## src/hw/rtl/bracket_pair_matcher_unit_defines.svh

```systemverilog
// Assertion macros used by the bracket pair matcher datapath.
`ifndef BRACKET_PAIR_MATCHER_UNIT_DEFINES_SVH
`define BRACKET_PAIR_MATCHER_UNIT_DEFINES_SVH

// Same-cycle implication, sampled on i_clk and disabled during reset.
`define BPM_ASSERT_IMP(lbl, ante, cons, msg) \
    lbl: assert property (@(posedge i_clk) disable iff (!i_rst_n) (ante) |-> (cons)) \
        else $error(msg);

// Next-cycle implication, sampled on i_clk and disabled during reset.
`define BPM_ASSERT_NXT(lbl, ante, cons, msg) \
    lbl: assert property (@(posedge i_clk) disable iff (!i_rst_n) (ante) |=> (cons)) \
        else $error(msg);

`endif

```

## src/hw/rtl/bpm_pkg.sv

```systemverilog
// Types, character codes and report codes of the bracket pair matcher.
package bpm_pkg;

    localparam logic [7:0] CH_LPAREN = 8'h28;
    localparam logic [7:0] CH_RPAREN = 8'h29;
    localparam logic [7:0] CH_LBRACK = 8'h5B;
    localparam logic [7:0] CH_RBRACK = 8'h5D;

    localparam int OUT_POS_W = 16;

    localparam logic [2:0] KIND_PAIR_ROUND      = 3'd0;
    localparam logic [2:0] KIND_PAIR_SQUARE     = 3'd1;
    localparam logic [2:0] KIND_UNMATCHED_OPEN  = 3'd2;
    localparam logic [2:0] KIND_UNMATCHED_CLOSE = 3'd3;
    localparam logic [2:0] KIND_OVERFLOW        = 3'd4;

    typedef struct packed {
        logic [7:0] symbol;
        logic       end_of_text;
    } t_in_item;

    typedef struct packed {
        logic [2:0]           report_kind;
        logic                 is_square;
        logic [OUT_POS_W-1:0] open_position;
        logic [OUT_POS_W-1:0] close_position;
        logic                 run_last;
    } t_out_item;

    typedef enum logic [1:0] {
        S_IDLE,
        S_EXEC,
        S_LOAD,
        S_FLUSH
    } t_state;

    typedef enum logic [1:0] {
        OPEN_ZERO,
        OPEN_TOP,
        OPEN_CUR
    } t_open_sel;

    typedef struct packed {
        logic       latch;
        logic       push;
        logic       pop;
        logic       emit;
        logic [2:0] kind;
        logic       sq;
        logic       sq_from_top;
        t_open_sel  open_sel;
        logic       run_last;
        logic       pos_step;
        logic       pos_clear;
    } t_cmd;

    typedef struct packed {
        logic [7:0] sym;
        logic       last;
        logic       count_zero;
        logic       count_one;
        logic       count_full;
        logic       top_square;
        logic       slot_free;
    } t_status;

endpackage

```

## src/hw/rtl/bpm_ram.sv

```systemverilog
// Generic single-write, single-read RAM with registered read data.
module bpm_ram #(
    parameter int WIDTH = 17,
    parameter int DEPTH = 32
) (
    input  logic                     i_clk,
    input  logic                     i_we,
    input  logic [$clog2(DEPTH)-1:0] i_waddr,
    input  logic [WIDTH-1:0]         i_wdata,
    input  logic [$clog2(DEPTH)-1:0] i_raddr,
    output logic [WIDTH-1:0]         o_rdata
);

    logic [WIDTH-1:0] r_mem [DEPTH];
    logic [WIDTH-1:0] r_rdata;

    always_ff @(posedge i_clk) begin
        if (i_we) begin
            r_mem[i_waddr] <= i_wdata;
        end
        r_rdata <= r_mem[i_raddr];
    end

    assign o_rdata = r_rdata;

endmodule

```

## src/hw/rtl/bpm_ctrl.sv

```systemverilog
// Controller state machine of the bracket pair matcher.
module bpm_ctrl
    import bpm_pkg::*;
(
    input  logic    i_clk,
    input  logic    i_rst_n,
    input  logic    i_in_valid,
    input  t_status i_status,
    output t_cmd    o_cmd,
    output logic    o_in_stall
);

    t_state r_state;
    t_state n_state;

    always_ff @(posedge i_clk) begin
        if (!i_rst_n) begin
            r_state <= S_IDLE;
        end else begin
            r_state <= n_state;
        end
    end

    always_comb begin
        logic finish;
        logic pushed;
        finish   = 1'b0;
        pushed   = 1'b0;
        n_state  = r_state;
        o_cmd    = '0;
        o_cmd.open_sel = OPEN_ZERO;

        case (r_state)
            S_IDLE: begin
                if (i_in_valid) begin
                    o_cmd.latch = 1'b1;
                    n_state     = S_EXEC;
                end
            end
            S_EXEC: begin
                case (i_status.sym)
                    CH_LPAREN, CH_LBRACK: begin
                        if (!i_status.count_full) begin
                            o_cmd.push = 1'b1;
                            pushed     = 1'b1;
                            finish     = 1'b1;
                        end else if (i_status.slot_free) begin
                            o_cmd.emit     = 1'b1;
                            o_cmd.kind     = KIND_OVERFLOW;
                            o_cmd.sq       = (i_status.sym == CH_LBRACK);
                            o_cmd.open_sel = OPEN_CUR;
                            o_cmd.run_last = !i_status.last;
                            finish         = 1'b1;
                        end
                    end
                    CH_RPAREN: begin
                        if (i_status.slot_free) begin
                            o_cmd.emit = 1'b1;
                            finish     = 1'b1;
                            if (!i_status.count_zero && !i_status.top_square) begin
                                o_cmd.kind     = KIND_PAIR_ROUND;
                                o_cmd.open_sel = OPEN_TOP;
                                o_cmd.pop      = 1'b1;
                                o_cmd.run_last = !i_status.last || i_status.count_one;
                            end else begin
                                o_cmd.kind     = KIND_UNMATCHED_CLOSE;
                                o_cmd.run_last = !i_status.last || i_status.count_zero;
                            end
                        end
                    end
                    CH_RBRACK: begin
                        if (i_status.slot_free) begin
                            o_cmd.emit = 1'b1;
                            if (!i_status.count_zero && !i_status.top_square) begin
                                // A round open above the nearest square one is dropped.
                                o_cmd.kind     = KIND_UNMATCHED_OPEN;
                                o_cmd.open_sel = OPEN_TOP;
                                o_cmd.pop      = 1'b1;
                            end else if (!i_status.count_zero) begin
                                o_cmd.kind     = KIND_PAIR_SQUARE;
                                o_cmd.sq       = 1'b1;
                                o_cmd.open_sel = OPEN_TOP;
                                o_cmd.pop      = 1'b1;
                                o_cmd.run_last = !i_status.last || i_status.count_one;
                                finish         = 1'b1;
                            end else begin
                                // The stack is empty here, so a flush adds nothing after it.
                                o_cmd.kind     = KIND_UNMATCHED_CLOSE;
                                o_cmd.sq       = 1'b1;
                                o_cmd.run_last = 1'b1;
                                finish         = 1'b1;
                            end
                        end
                    end
                    default: begin
                        finish = 1'b1;
                    end
                endcase
            end
            S_LOAD: begin
                // Lets the stack RAM read return the entry just pushed before the flush starts.
                n_state = S_FLUSH;
            end
            S_FLUSH: begin
                if (i_status.count_zero) begin
                    o_cmd.pos_clear = 1'b1;
                    n_state         = S_IDLE;
                end else if (i_status.slot_free) begin
                    o_cmd.emit        = 1'b1;
                    o_cmd.kind        = KIND_UNMATCHED_OPEN;
                    o_cmd.sq_from_top = 1'b1;
                    o_cmd.open_sel    = OPEN_TOP;
                    o_cmd.pop         = 1'b1;
                    o_cmd.run_last    = i_status.count_one;
                end
            end
            default: begin
                n_state = S_IDLE;
            end
        endcase

        if (finish) begin
            if (i_status.last) begin
                n_state = pushed ? S_LOAD : S_FLUSH;
            end else begin
                o_cmd.pos_step = 1'b1;
                n_state        = S_IDLE;
            end
        end
    end

    assign o_in_stall = (r_state != S_IDLE);

endmodule

```

## src/hw/rtl/bpm_dpath.sv

```systemverilog
// Datapath of the bracket pair matcher: stack, position counter and result register.
`include "bracket_pair_matcher_unit_defines.svh"
module bpm_dpath
    import bpm_pkg::*;
#(
    parameter int STACK_DEPTH   = 32,
    parameter int POSITION_BITS = 16
) (
    input  logic      i_clk,
    input  logic      i_rst_n,
    input  t_in_item  i_in_item,
    input  t_cmd      i_cmd,
    output t_status   o_status,
    output logic      o_out_valid,
    input  logic      i_out_stall,
    output t_out_item o_out_item
);

    localparam int AW    = $clog2(STACK_DEPTH);
    localparam int CW    = $clog2(STACK_DEPTH + 1);
    localparam int EW    = POSITION_BITS + 1;
    localparam int EXT_W = (POSITION_BITS > OUT_POS_W) ? POSITION_BITS : OUT_POS_W;

    logic [7:0]               r_sym;
    logic                     r_last;
    logic [POSITION_BITS-1:0] r_pos;
    logic [CW-1:0]            r_count;
    logic [CW-1:0]            n_count;
    logic                     r_out_valid;
    t_out_item                r_out;
    logic [EW-1:0]            top;
    logic [AW-1:0]            raddr;
    logic [CW-1:0]            raddr_full;
    logic [EXT_W-1:0]         cur_ext;
    logic [EXT_W-1:0]         top_ext;
    logic [OUT_POS_W-1:0]     open_pos;
    logic                     slot_free;

    always_comb begin
        n_count = r_count;
        if (i_cmd.push) begin
            n_count = r_count + CW'(1);
        end else if (i_cmd.pop) begin
            n_count = r_count - CW'(1);
        end
    end

    // The read address follows the top of the stack as it will stand after this edge.
    assign raddr_full = n_count - CW'(1);
    assign raddr      = raddr_full[AW-1:0];

    bpm_ram #(
        .WIDTH (EW),
        .DEPTH (STACK_DEPTH)
    ) u_stack (
        .i_clk   (i_clk),
        .i_we    (i_cmd.push),
        .i_waddr (r_count[AW-1:0]),
        .i_wdata ({r_sym == CH_LBRACK, r_pos}),
        .i_raddr (raddr),
        .o_rdata (top)
    );

    always_ff @(posedge i_clk) begin
        if (!i_rst_n) begin
            r_count <= '0;
            r_pos   <= '0;
        end else begin
            r_count <= n_count;
            if (i_cmd.pos_clear) begin
                r_pos <= '0;
            end else if (i_cmd.pos_step && r_pos != '1) begin
                r_pos <= r_pos + POSITION_BITS'(1);
            end
        end
    end

    always_ff @(posedge i_clk) begin
        if (i_cmd.latch) begin
            r_sym  <= i_in_item.symbol;
            r_last <= i_in_item.end_of_text;
        end
    end

    assign slot_free = !r_out_valid || !i_out_stall;
    assign cur_ext   = EXT_W'(r_pos);
    assign top_ext   = EXT_W'(top[POSITION_BITS-1:0]);

    always_comb begin
        case (i_cmd.open_sel)
            OPEN_TOP: open_pos = top_ext[OUT_POS_W-1:0];
            OPEN_CUR: open_pos = cur_ext[OUT_POS_W-1:0];
            default:  open_pos = '0;
        endcase
    end

    always_ff @(posedge i_clk) begin
        if (!i_rst_n) begin
            r_out_valid <= 1'b0;
        end else if (i_cmd.emit) begin
            r_out_valid <= 1'b1;
        end else if (!i_out_stall) begin
            r_out_valid <= 1'b0;
        end
    end

    always_ff @(posedge i_clk) begin
        if (i_cmd.emit) begin
            r_out.report_kind    <= i_cmd.kind;
            r_out.is_square      <= i_cmd.sq_from_top ? top[POSITION_BITS] : i_cmd.sq;
            r_out.open_position  <= open_pos;
            r_out.close_position <= cur_ext[OUT_POS_W-1:0];
            r_out.run_last       <= i_cmd.run_last;
        end
    end

    assign o_status.sym        = r_sym;
    assign o_status.last       = r_last;
    assign o_status.count_zero = (r_count == '0);
    assign o_status.count_one  = (r_count == CW'(1));
    assign o_status.count_full = (r_count == CW'(STACK_DEPTH));
    assign o_status.top_square = top[POSITION_BITS];
    assign o_status.slot_free  = slot_free;

    assign o_out_valid = r_out_valid;
    assign o_out_item  = r_out;

    `BPM_ASSERT_IMP(a_emit_slot, i_cmd.emit, slot_free, "result issued into an occupied slot")
    `BPM_ASSERT_IMP(a_pop_nonempty, i_cmd.pop, r_count != '0, "pop from an empty stack")
    `BPM_ASSERT_IMP(a_push_room, i_cmd.push, r_count < CW'(STACK_DEPTH), "push onto a full stack")
    `BPM_ASSERT_NXT(a_push_count, i_cmd.push, r_count == $past(r_count) + CW'(1), "push lost")

endmodule

```

## src/hw/rtl/bracket_pair_matcher_unit.sv

```systemverilog
// Top level of the bracket pair matcher: controller, datapath and stack RAM.
// Latency: a result is presented the cycle after the execute or flush cycle that issues it.
// A new item is taken only once the last one is done: each is latched in idle, then
// worked in execute until all its results are given; end_of_text adds the flush of every
// open still stacked, after a load step for the stack RAM read when the item pushed.
// Reset is synchronous: the stack empties and the position returns to zero; entries are kept.
module bracket_pair_matcher_unit
    import bpm_pkg::*;
#(
    parameter int STACK_DEPTH   = 32,
    parameter int POSITION_BITS = 16
) (
    input  logic      i_clk,
    input  logic      i_rst_n,
    input  logic      i_in_valid,
    output logic      o_in_stall,
    input  t_in_item  i_in_item,
    output logic      o_out_valid,
    input  logic      i_out_stall,
    output t_out_item o_out_item
);

    // Commands flow from the controller to the datapath, status flows back.
    t_cmd    cmd;
    t_status status;

    // The controller walks each item through execute, and through the flush of
    // remaining opens when the item carries end_of_text.
    bpm_ctrl u_ctrl (
        .i_clk      (i_clk),
        .i_rst_n    (i_rst_n),
        .i_in_valid (i_in_valid),
        .i_status   (status),
        .o_cmd      (cmd),
        .o_in_stall (o_in_stall)
    );

    // The datapath holds the open-bracket stack, the character position and the
    // result register, which lets one result wait while the controller goes on.
    bpm_dpath #(
        .STACK_DEPTH   (STACK_DEPTH),
        .POSITION_BITS (POSITION_BITS)
    ) u_dpath (
        .i_clk       (i_clk),
        .i_rst_n     (i_rst_n),
        .i_in_item   (i_in_item),
        .i_cmd       (cmd),
        .o_status    (status),
        .o_out_valid (o_out_valid),
        .i_out_stall (i_out_stall),
        .o_out_item  (o_out_item)
    );

endmodule

```

## config.mk

```make
export PLATFORM = sky130hd
export DESIGN_NAME = bracket_pair_matcher_unit
export DESIGN_NICKNAME = d
export VERILOG_FILES = /design/src/hw/rtl/bpm_pkg.sv /design/src/hw/rtl/bpm_ram.sv /design/src/hw/rtl/bpm_ctrl.sv /design/src/hw/rtl/bpm_dpath.sv /design/src/hw/rtl/bracket_pair_matcher_unit.sv
export VERILOG_INCLUDE_DIRS = /design/src /design/src/hw/rtl
export SDC_FILE = /design/constraint.sdc
export NUM_CORES = 1
export LEC_CHECK = 0
export ABC_AREA = 1
export ABC_CLOCK_PERIOD_IN_PS = 4150
export BUFFER_PORTS_ARGS = -buffer_cell sky130_fd_sc_hd__buf_2
export CAP_MARGIN = 10
export CELL_PAD_IN_SITES_DETAIL_PLACEMENT = 0
export CELL_PAD_IN_SITES_GLOBAL_PLACEMENT = 1
export CORE_ASPECT_RATIO = 1.1
export CORE_MARGIN = 8
export CORE_UTILIZATION = 34
export DETAILED_ROUTE_END_ITERATION = 12
export PLACE_DENSITY_LB_ADDON = 0.1
export SETUP_SLACK_MARGIN = 0.3
export SYNTH_ARGS = -nofsm -noshare
export SYNTH_HDL_FRONTEND = slang
export SYNTH_SLANG_ARGS = --single-unit
```

## constraint.sdc

```tcl
create_clock -name i_clk -period 4.15 [get_ports i_clk]
set_clock_uncertainty 0.1 [all_clocks]
set_input_delay 0.2075 -clock i_clk [delete_from_list [all_inputs] [get_ports i_clk]]
set_output_delay 0.2075 -clock i_clk [all_outputs]
set_load 0.01 [all_outputs]
```

==> results_dict.tcl <==
set metrics [dict create \
    outcome "finished, final reports clean" \
    clkLatencyLatePin_ns 0.62 \
    final.min_clock_period_ns 3.663 \
    clk_pin_slew_ns 0.06 \
    overflow 0 \
    post-route-period-util 0.8828 \
    vdd_drop_max_mv 0.3346 \
    mostFrequentLayoutCells "nand2_1, edfxtp_1, nand3_1, inv_1, buf_4" \
    ant_nets 0 \
    grt_pass1_vias 18950 \
    powerDensity_nw_per_um2 468.6 \
    grt_max_degree 125 \
    clock-sinks 632 \
    yosys-top-cells-area "edfxtp_1, nand2_1, nand3_1" \
    cts-root-buf "clkbuf_16" \
    dp_cells 3621 \
    critical-path-top-delay-family "simple AND/OR/NAND/NOR gates" \
    yosys.area.top_type "edfxtp_1" \
    p_leak_nw 12.31 \
    cts_buffers 72 \
    yosys_warnings 0 \
    portBuffers 51 \
    drc 0 \
    drt_iter0_markers 1949 \
    stdcell_count 3769 \
    cp_slowest_stage_delay_ns 0.41 \
    ios 52 \
    p_clk_frac 0.430 \
    synthesis.nets 2592 \
    synth-edff-count 590 \
    final_common_cell "nand2_1" \
    ys_dominant_reg_cell "edfxtp_1" \
    worstSetupPathType "reg2reg" \
    cts_tree "yes" \
    clock.fmax_mhz 273.0 \
    grt_pass1_wl_mm 133.5 \
    cts_max_level 3 \
    fillers 7892 \
    layout-drive-gt1-share 0.1191 \
    ys_ff_latch 632 \
    maxCapViolCount 0 \
    antenna_found_initial 1 \
    die_w_um 285.9 \
    cp-end-kind "flop" \
    syn_avg_cell_area_sq_um 10.62 \
    worst_setup_path_start_kind "flop" \
    setup_viol 0 \
    final_util 0.3952 \
    worstMarginPinSlew_ns 1.012 \
    initial_core_util 0.3410 \
    worst-path-buf-inv 2 \
    dieArea_sq_um 89480 \
    rows 109 \
    synth_seq_area_share 0.6810 \
    final_nets 2682 \
    synthCells 2566 \
    pwr-share-comb 0.085 \
    arrival_ns 4.11 \
    cp_slowest_cell "dfxtp_1" \
    rsz0062_at_grt "true" \
    synth_top_area_frac 0.6501 \
    relSlewSlack 0.3248 \
    first_pass_iters 5 \
    grt_usage 0.2002 \
    switching_share 0.2456 \
    via_per_inst 5.122 \
    area_growth_pct 15.89 \
    die_h_um 312.9 \
    seqPwrFrac 0.484 \
    gp_congestion 0.8280 \
    yosysUniqueCellTypes 43 \
    async_reset_ff_frac 0 \
    hold_viol_final 0 \
    wirelength_mm 91.54 \
    wl_per_cell_um 24.29 \
    tns_ns 0 \
    hpwl_mm 53.94 \
    clockBufferDepth 3 \
    path_cells "inv_1 > ha_2 > nand3_4 > nand2_4 > o21ai_4 > nand2_8 > nand3_4 > nand2_2 > nand2_8 > nand2_8 > nand2_4 > buf_4 > nand2_1 > nand2_1 > nand2_1 > nand3_1 > nand3_1 > nand2_1" \
    syn_area_sq_um 27250 \
    required_ns 4.60 \
    cpMostUsedCell "nand2_1" \
    hp-class "in2reg" \
    core_sq_um 79920 \
    holdWs_ns 0.1458 \
    crit_fanout 35 \
    switchingPower_w 0.003635 \
    vias 19300 \
    intPower_w 0.01117 \
    maxSlewViolCount 0 \
]
-- metal layers --
layer / GRT usage / routed length, um
met4: 0.05414 / 2204
met2: 0.3134 / 41950
met3: 0.03216 / 4868
met1: 0.2873 / 42520
met5: 0 / 0
-- power by group through the flow --
stage               logic (W)  registers, W  clock network, W
CTS                   0.00125       0.00717           0.00653
global placement      0.00123       0.00731                 0
finish                0.00126       0.00717           0.00637
global route          0.00138       0.00717           0.00675
floorplan            0.000722       0.00722                 0
detailed placement    0.00123       0.00730                 0
-- path summary, 6_finish.rpt --
check	cells past startpoint	to	slack [ns]	startpoint
max	18	u_dpath.u_stack.o_rdata[6]	0.49	u_dpath.r_count[1]
min	5	u_dpath.o_out_valid	0.15	i_out_stall
min reg2reg	2	u_dpath.cur_ext[9]	0.38	u_dpath.cur_ext[9]
max reg2reg	18	u_dpath.u_stack.o_rdata[6]	0.49	u_dpath.r_count[1]
-- worst reg2reg max path: cells and delay by family (launching register included) --
kind,cells,cell delay [ns]
AOI/OAI and AO/OA,1,0.21
adders and majority gates,1,0.23
buffers and inverters,2,0.47
DFF,1,0.41
and+or+nand+nor,14,2.19
-- registers in the layout (all words and copies together) (netlist names) --
name,flops
u_dpath.o_out_valid,1
u_dpath.r_count,6
u_dpath.cur_ext,16
u_dpath.u_stack.o_rdata,17
u_dpath.u_stack.r_mem,544
u_dpath.o_out_item,37
u_dpath.r_last,1
u_dpath.r_sym,8
u_ctrl.r_state,2
-- metrics by stage --
step                setup slack (ns)  area [sq um]  power, W
floorplan                     0.6311         27250  0.007945
finish                        0.4865         31580   0.01480
CTS                           0.3297         31490   0.01494
global route                  0.2898         31580   0.01530
global placement              0.3965         29030  0.008537
detailed placement            0.2796         29030  0.008530
-- synthesized netlist by cell type, types with 6 or more instances --
cell type and number:
a21oi_1 35, buf_2 94, buf_4 9, buf_6 6, clkbuf_1 35, dfxtp_1 42
edfxtp_1 590, ha_1 13, inv_1 100, nand2_1 963, nand2_2 7, nand2_4 6
nand3_1 492, nand3_2 7, nand4_1 8, nor2_1 66, nor3_1 15, o21ai_0 39
-- kinds of logic after synthesis --
family          Yosys count  share of synthesized area
compound gates           83                    0.01676
xor+xnor                  5                   0.003673
fa+ha+maj                13                   0.005969
buf+inv                 253                    0.04205
flops                   632                     0.6810
simple gates           1580                     0.2506
-- layout make-up --
class | instances | area (sq um) | share of cell area
Clock inverter | 32 | 312.8 | 0.009905
Timing Repair Buffer | 162 | 1269 | 0.04017
Antenna cell | 2 | 5.005 | 0.0001585
Tap cell | 1054 | 1319 | 0.04176
Inverter | 106 | 397.9 | 0.01260
Sequential cell | 632 | 18570 | 0.5880
Multi-Input combinational cell | 1682 | 7682 | 0.2433
Clock buffer | 99 | 2027 | 0.06418
-- what timing repair did --
item | CTS | global route
hold endpoints to repair | 27 | 0
pin swaps | 0 | 2
cloned | 0 | 2
buffers inserted | 0 | 2
endpoints found under the setup margin | 1 | 17
resized for setup | 2 | 8
hold buffers | 11 | 0
(Power assumes the default switching activity.)
